## src/hdl/bvc_pkg.sv

```systemverilog
// Shared types and constants for the balance / velocity controller.
// No dependencies; used by bvc_vel_state and balance_velocity_controller_unit.
package bvc_pkg;

  // Width of every signed result field on the result word
  localparam int FIELD_W = 16;

  // Configuration register indexes
  typedef enum logic [2:0] {
    REG_ZERO_ANGLE     = 3'd0,
    REG_TILT_LIMIT     = 3'd1,
    REG_TILT_P_GAIN    = 3'd2,
    REG_TILT_D_GAIN    = 3'd3,
    REG_SPEED_P_GAIN   = 3'd4,
    REG_SPEED_I_GAIN   = 3'd5,
    REG_INTEGRAL_LIMIT = 3'd6,
    REG_SPEED_TARGET   = 3'd7
  } bvc_reg_t;

  // Register reset values
  localparam logic signed [16:0] ZERO_ANGLE_RST     = -17'sd256;
  localparam logic [15:0]        TILT_LIMIT_RST     = 16'd15360;
  localparam logic [15:0]        TILT_P_GAIN_RST    = 16'd23040;
  localparam logic [15:0]        TILT_D_GAIN_RST    = 16'd384;
  localparam logic [15:0]        SPEED_P_GAIN_RST   = 16'd5120;
  localparam logic [15:0]        SPEED_I_GAIN_RST   = 16'd0;
  localparam logic [15:0]        INTEGRAL_LIMIT_RST = 16'd1000;
  localparam logic signed [16:0] SPEED_TARGET_RST   = 17'sd0;

  // One input sample
  typedef struct packed {
    logic signed [16:0] tilt_angle;
    logic signed [15:0] gyro_rate;
    logic signed [15:0] left_count;
    logic signed [15:0] right_count;
  } sample_t;

  // One result word
  typedef struct packed {
    logic signed [15:0] motor_drive;
    logic signed [15:0] balance_term;
    logic signed [15:0] velocity_term;
    logic               tilt_fault;
  } result_t;

  // Control from the pipeline to the velocity state block
  typedef struct packed {
    logic update;   // a sample moves into the second stage
    logic fault;    // that sample is out of the tilt window
  } state_ctl_t;

endpackage

```

## src/hdl/bvc_vel_state.sv

```systemverilog
// Velocity loop state: halving low-pass on the speed error and clamped integral.
// Depends on bvc_pkg (state_ctl_t).
module bvc_vel_state #(
  parameter int FRAC_BITS = 8,
  localparam int FILT_W = 20 + FRAC_BITS,
  localparam int INT_W  = 18 + FRAC_BITS
) (
  input  logic                     clk,
  input  logic                     rst,
  input  bvc_pkg::state_ctl_t      ctl,
  input  logic signed [15:0]       left_count,
  input  logic signed [15:0]       right_count,
  input  logic signed [16:0]       speed_target,
  input  logic [15:0]              integral_limit,
  output logic signed [FILT_W-1:0] filtered_error,
  output logic signed [INT_W-1:0]  error_integral
);

  localparam int ERR_W  = 19;
  localparam int SUM_W  = FILT_W + 1;
  localparam int ISUM_W = FILT_W + 1;

  logic signed [ERR_W-1:0]  err;
  logic signed [SUM_W-1:0]  filt_sum;
  logic signed [SUM_W-1:0]  filt_half;
  logic signed [ISUM_W-1:0] integ_sum;
  logic signed [ISUM_W-1:0] ilim;
  logic signed [FILT_W-1:0] filtered_error_next;
  logic signed [INT_W-1:0]  error_integral_next;

  // Speed error, scaled to the fraction grid and halved toward zero
  always_comb begin
    err = ERR_W'(left_count) + ERR_W'(right_count) - ERR_W'(speed_target);
    filt_sum = SUM_W'(filtered_error) + (SUM_W'(err) <<< FRAC_BITS);
    if (filt_sum < 0) begin
      filt_half = (filt_sum + SUM_W'(1)) >>> 1;
    end else begin
      filt_half = filt_sum >>> 1;
    end
    filtered_error_next = filt_half[FILT_W-1:0];
  end

  // Integral with symmetric clamp; a fault clears it
  always_comb begin
    ilim = ISUM_W'({integral_limit, {FRAC_BITS{1'b0}}});
    integ_sum = ISUM_W'(error_integral) + ISUM_W'(filtered_error_next);
    if (integ_sum > ilim) begin
      integ_sum = ilim;
    end else if (integ_sum < -ilim) begin
      integ_sum = -ilim;
    end
    error_integral_next = integ_sum[INT_W-1:0];
  end

  always_ff @(posedge clk) begin
    if (rst) begin
      filtered_error <= '0;
      error_integral <= '0;
    end else if (ctl.update) begin
      if (ctl.fault) begin
        error_integral <= '0;
      end else begin
        filtered_error <= filtered_error_next;
        error_integral <= error_integral_next;
      end
    end
  end

endmodule

```

## config.mk

```make
export PLATFORM = sky130hd
export DESIGN_NAME = bvc_vel_state
export DESIGN_NICKNAME = d
export VERILOG_FILES = /design/src/hdl/bvc_pkg.sv /design/src/hdl/bvc_vel_state.sv
export SDC_FILE = /design/constraint.sdc
export NUM_CORES = 1
export LEC_CHECK = 0
export ABC_AREA = 1
export BUFFER_PORTS_ARGS = -buffer_cell sky130_fd_sc_hd__buf_2
export CELL_PAD_IN_SITES_DETAIL_PLACEMENT = 1
export CELL_PAD_IN_SITES_GLOBAL_PLACEMENT = 1
export CORE_ASPECT_RATIO = 0.7
export CORE_MARGIN = 5
export CORE_UTILIZATION = 33
export CTS_CLUSTER_SIZE = 20
export DETAILED_ROUTE_END_ITERATION = 7
export PLACE_DENSITY = 0.77
export REMOVE_ABC_BUFFERS = 1
export SLEW_MARGIN = 20
export SYNTH_ARGS = -nofsm -noshare
export SYNTH_HDL_FRONTEND = slang
export SYNTH_SLANG_ARGS = --single-unit
```

## constraint.sdc

```tcl
create_clock -name clk -period 14.9 [get_ports clk]
set_input_delay 2.98 -clock clk [delete_from_list [all_inputs] [get_ports clk]]
set_output_delay 2.98 -clock clk [all_outputs]
set_load 0.02 [all_outputs]
```

# Word-level counts from Yosys, hierarchy flattened
# Index checks and enable logic that the tools add are counted.
[word_totals]
regBits = 54
latch_bits = 0
ramBits = 0
rom_bits = 0
memories = 0
[op_classes]
addsub = 6
n_mul = 0
n_div = 0
order_cmp = 3
eq_ne = 0
n_shift = 0
muxes = 4
bitwise_logic = 1
n_reduce_logical = 1
[ops]
columns = ["cell", "count"]
rows = [
  ["two-way mux 26 bit", 3],
  ["adder 26 x 28 -> 29 bit", 1],
  ["adder 28 x 26 -> 29 bit", 1],
  ["adder 29 x 2 -> 29 bit, second input constant", 1],
  ["greater-than comparator 29 x 25 -> 1 bit", 1],
  ["< comparator 29 x 1 -> 1 bit, second input constant", 1],
  ["< comparator 29 bit", 1],
  ["negation 24 -> 29 bit", 1],
  ["two-way mux 28 bit", 1],
  ["subtractor 17 x 17 -> 18 bit", 1],
  ["adder 16 x 16 -> 17 bit", 1],
  ["AND reduction 2 bit", 1],
  ["NOT 1 bit", 1],
]

# Depth between registers and ports, before layout
[logic_depth]
ltp_word = 10
mapped_depth = 65
ltp_nobuf = 63

# Worst setup path before layout
# Ideal clock, no wire load.
[synth_timing]
path_type = "input port to flip-flop"
startpoint = "in left_count[2]"
endpoint = "reg error_integral[10]"
setup_time_ps = 134
arrival_ps = 10136
required_time_ps = 14766
setup_slack_ps = 4630
cell_stages = 55
path_buffers = 3
cell_sequence = "inv_1 -> fa_1 -> inv_1 -> ha_1 -> a21oi_1 -> o21ai_0 -> nand2_1 -> o211ai_1 -> a31oi_1 -> o21ai_0 -> nand3_1 -> nand2_1 -> nand3_1 -> nand2_1 -> xor2_1 -> inv_1 -> ha_1 -> nand2_1 -> (+19 left out) -> o21ai_0 -> a21oi_1 -> xnor2_1 -> ha_1 -> nand2_1 -> inv_1 -> nand3b_1 -> nor4_1 -> nand2_1 -> nor3_1 -> nand3b_1 -> o21ai_0 -> nand3_1 -> nand2_2 -> buf_2 -> nand3_1 -> nand2_1 -> a21oi_1"
[synth_between]
elab_chain_len = 10
word_cells_on_any_way = 12
cone_classes = "add/sub: 5; order compare: 3; mux: 4"
[synth_rtl]
columns = ["element", "line", "rtl"]
rows = [
  ["from (decl)", "bvc_vel_state.sv:11", "input logic signed [15:0] left_count,"],
  ["adder 16 x 16 -> 17 bit *", "bvc_vel_state.sv:33", "err = ERR_W'(left_count) + ERR_W'(right_count) - ERR_W'(speed_target);"],
  ["subtractor 17 x 17 -> 18 bit *", "bvc_vel_state.sv:33", ""],
  ["adder 28 x 26 -> 29 bit *", "bvc_vel_state.sv:34", "filt_sum = SUM_W'(filtered_error) + (SUM_W'(err) <<< FRAC_BITS);"],
  ["< comparator 29 x 1 -> 1 bit *", "bvc_vel_state.sv:35", "if (filt_sum < 0) begin"],
  ["two-way mux 28 bit *", "bvc_vel_state.sv:35", ""],
  ["named net filt_half[2]", "bvc_vel_state.sv:25", "logic signed [SUM_W-1:0] filt_half;"],
  ["adder 26 x 28 -> 29 bit *", "bvc_vel_state.sv:46", "integ_sum = ISUM_W'(error_integral) + ISUM_W'(filtered_error_next);"],
  ["< comparator 29 bit", "bvc_vel_state.sv:49", "end else if (integ_sum < -ilim) begin"],
  ["two-way mux 26 bit", "bvc_vel_state.sv:49", ""],
  ["two-way mux 26 bit *", "bvc_vel_state.sv:47", "if (integ_sum > ilim) begin"],
  ["two-way mux 26 bit *", "bvc_vel_state.sv:60", "if (ctl.fault) begin"],
  ["to (signal assigned)", "bvc_vel_state.sv:64", "error_integral <= error_integral_next;"],
  ["to (decl)", "bvc_vel_state.sv:16", "output logic signed [INT_W-1:0] error_integral"],
]
# Mark *: on every way through the listed nets, which the timed path passes. The rest lies on a longest branch.
# A chain may end at the register's enable or synchronous reset.

# Worst setup path after layout
[layout_timing]
startpoint = "in left_count[2]"
endpoint = "reg error_integral[6]"
# The elaborated chain is that of the path after synthesis.

==> impl_metrics.tcl <==
set metrics [dict create \
    status "completed" \
    syn_area_um2 8290 \
    syn_area_per_cell_um2 6.45 \
    dp_hpwl_mm 23.9 \
    first_pass_iters 5 \
    wire_per_inst_um 16.3 \
    crit_path_start_kind "input port" \
    ys_warn_count 0 \
    period_needed_ns 12.29 \
    period_share 0.825 \
    worst_clock_skew_ns 0.0105 \
    ys_ff_latch 54 \
    placedInstanceArea_um2 9200 \
    holdBufCountCts 0 \
    arrival_ns 12.52 \
    die-area_um2 28400 \
    drc 0 \
    die_w_um 199 \
    fillerInstances 3299 \
    track_usage 0.195 \
    cts_root_buf "clkbuf_16" \
    end_kind "flop" \
    ant_nets 0 \
    yosysSeqAreaShare 0.130 \
    worst_pin_slew_ns 0.673 \
    drt_first_iter_violations 441 \
    multi_input_area_um2 6150 \
    drive_gt1_frac 0.139 \
    path_clk_slew_ns 0.08 \
    rows 48 \
    nNetsFinal 1588 \
    grt_overflow 0 \
    clock_sinks 54 \
    fin_tns_setup_ns 0 \
    critPathKind "input port to flop" \
    cts-htree-levels 2 \
    register_area_um2 1080 \
    die_h_um 143 \
    path_max_fanout 34 \
    first_global_vias 8669 \
    coreArea_um2 24700 \
    synthTopCellsByArea "ha_1, dfxtp_1, nand2_1" \
    synth.top_cell.area_share 0.160 \
    cts_made_buffers 5 \
    max_slew_margin 0.551 \
    cp_data_required_time_ns 15.13 \
    postCtsSetupBuffers 0 \
    maxSlewViolCount 0 \
    antenna_found_initial 0 \
    vias 8581 \
    yosys.cell_types.count 50 \
    setup_viol 0 \
    clk_latency_ns 0.32 \
    via_per_inst 4.99 \
    layout_common_cells "nand2_1, inv_1, buf_2" \
    routabilityCongestion 0.905 \
    hold_violations 0 \
    start_util 0.336 \
    synth_cells 1285 \
    cts_tree "done" \
    finalInstanceArea_um2 9370 \
    critPathMostFrequentCell "nand2_1" \
    synth-edff-count 0 \
    grt_pass1_wl_mm 45.3 \
    cts_buffer_depth 2 \
    rsz0062_at_grt "no" \
    final_common_cell "nand2_1" \
    antenna_cells 0 \
    slowest_delay_ns 0.53 \
    ys.flop_type "dfxtp_1" \
    top_level_ports 123 \
    grt_start_max_net_pins 65 \
    critPathSlowestCell "fa_1" \
    totalWireLength_mm 28.0 \
    hp-class "flop to flop" \
    synth_area_leader_cell "ha_1" \
    async_reset_ff_frac 0 \
    maxCapViolCount 0 \
    port_buffers 122 \
    cts_resized 0 \
    area_growth_pct 13.1 \
    max_clock_freq_mhz 81.4 \
]
==> cell usage after synthesis, types with 15 or more instances <==
cell type,count
nor2_1,85
nor3_1,18
o21ai_0,68
nand3_1,72
dfxtp_1,54
fa_1,19
nand2_1,262
clkbuf_1,15
a21oi_1,118
inv_1,241
xor2_1,66
ha_1,106
xnor2_1,21
==> final timing paths <==
path / start / to / slack (ns) / cells past startpoint
setup reg to reg: filtered_error[8] / error_integral[6] / 7.09 / 39
hold / removal: error_integral[16] / error_integral[16] / 0.49 / 2
setup / recovery: left_count[2] / error_integral[6] / 2.61 / 54
hold reg to reg: error_integral[16] / error_integral[16] / 0.49 / 2
==> state kept, by name (all words and copies together), names as in the netlist <==
name	flops
filtered_error	28
error_integral	26
==> critical path, delay by kind of cell <==
kind | cells | cell delay, ns
AO/OA/AOI/OAI | 14 | 3.14
buffers and inverters | 8 | 0.63
AND/OR/NAND/NOR | 24 | 3.31
adder cells (fa/ha/maj) | 5 | 1.87
XOR/XNOR | 3 | 0.56
==> per-stage QoR <==
step	hold slack [ns]	std cells	util	setup WS [ns]
2_1_floorplan	0.555	1263	-	4.33
3_3_place_gp	0.475	1712	0.373	2.96
3_5_place_dp	0.476	1712	0.373	2.41
4_1_cts	0.489	1720	0.380	2.67
5_1_grt	0.519	1720	0.380	1.66
6_report	0.488	1720	0.380	2.61
==> per-layer routing <==
layer  track usage  vias to the layer above  routed length, um
met5             0                        -                  0
met4        0.0168                        0                147
met3        0.0303                       11               1540
met2         0.304                      168              11800
met1         0.295                     4047              14600
li1              -                     4355                  -
==> cells by family (layout without fill, tap and decap cells) <==
| family | after synthesis | after routing | share of synthesized area |
|---|---|---|---|
| xor+xnor | 87 | 87 | 0.0920 |
| fa+ha+maj | 125 | 125 | 0.206 |
| flops | 54 | 54 | 0.130 |
| simple gates | 506 | 506 | 0.283 |
| compound gates | 240 | 240 | 0.161 |
| buf+inv | 273 | 383 | 0.128 |
==> area by class of cell <==
class                           count  area share
Clock buffer                        6      0.0138
Clock inverter                      2     0.00401
Inverter                          251       0.101
Multi-Input combinational cell    958       0.656
Sequential cell                    54       0.115
Tap cell                          325      0.0434
Timing Repair Buffer              124      0.0668
Power is left out: the tool's default activity adds up to more than one toggle a clock period on the data nets, which glitch-free logic cannot reach.
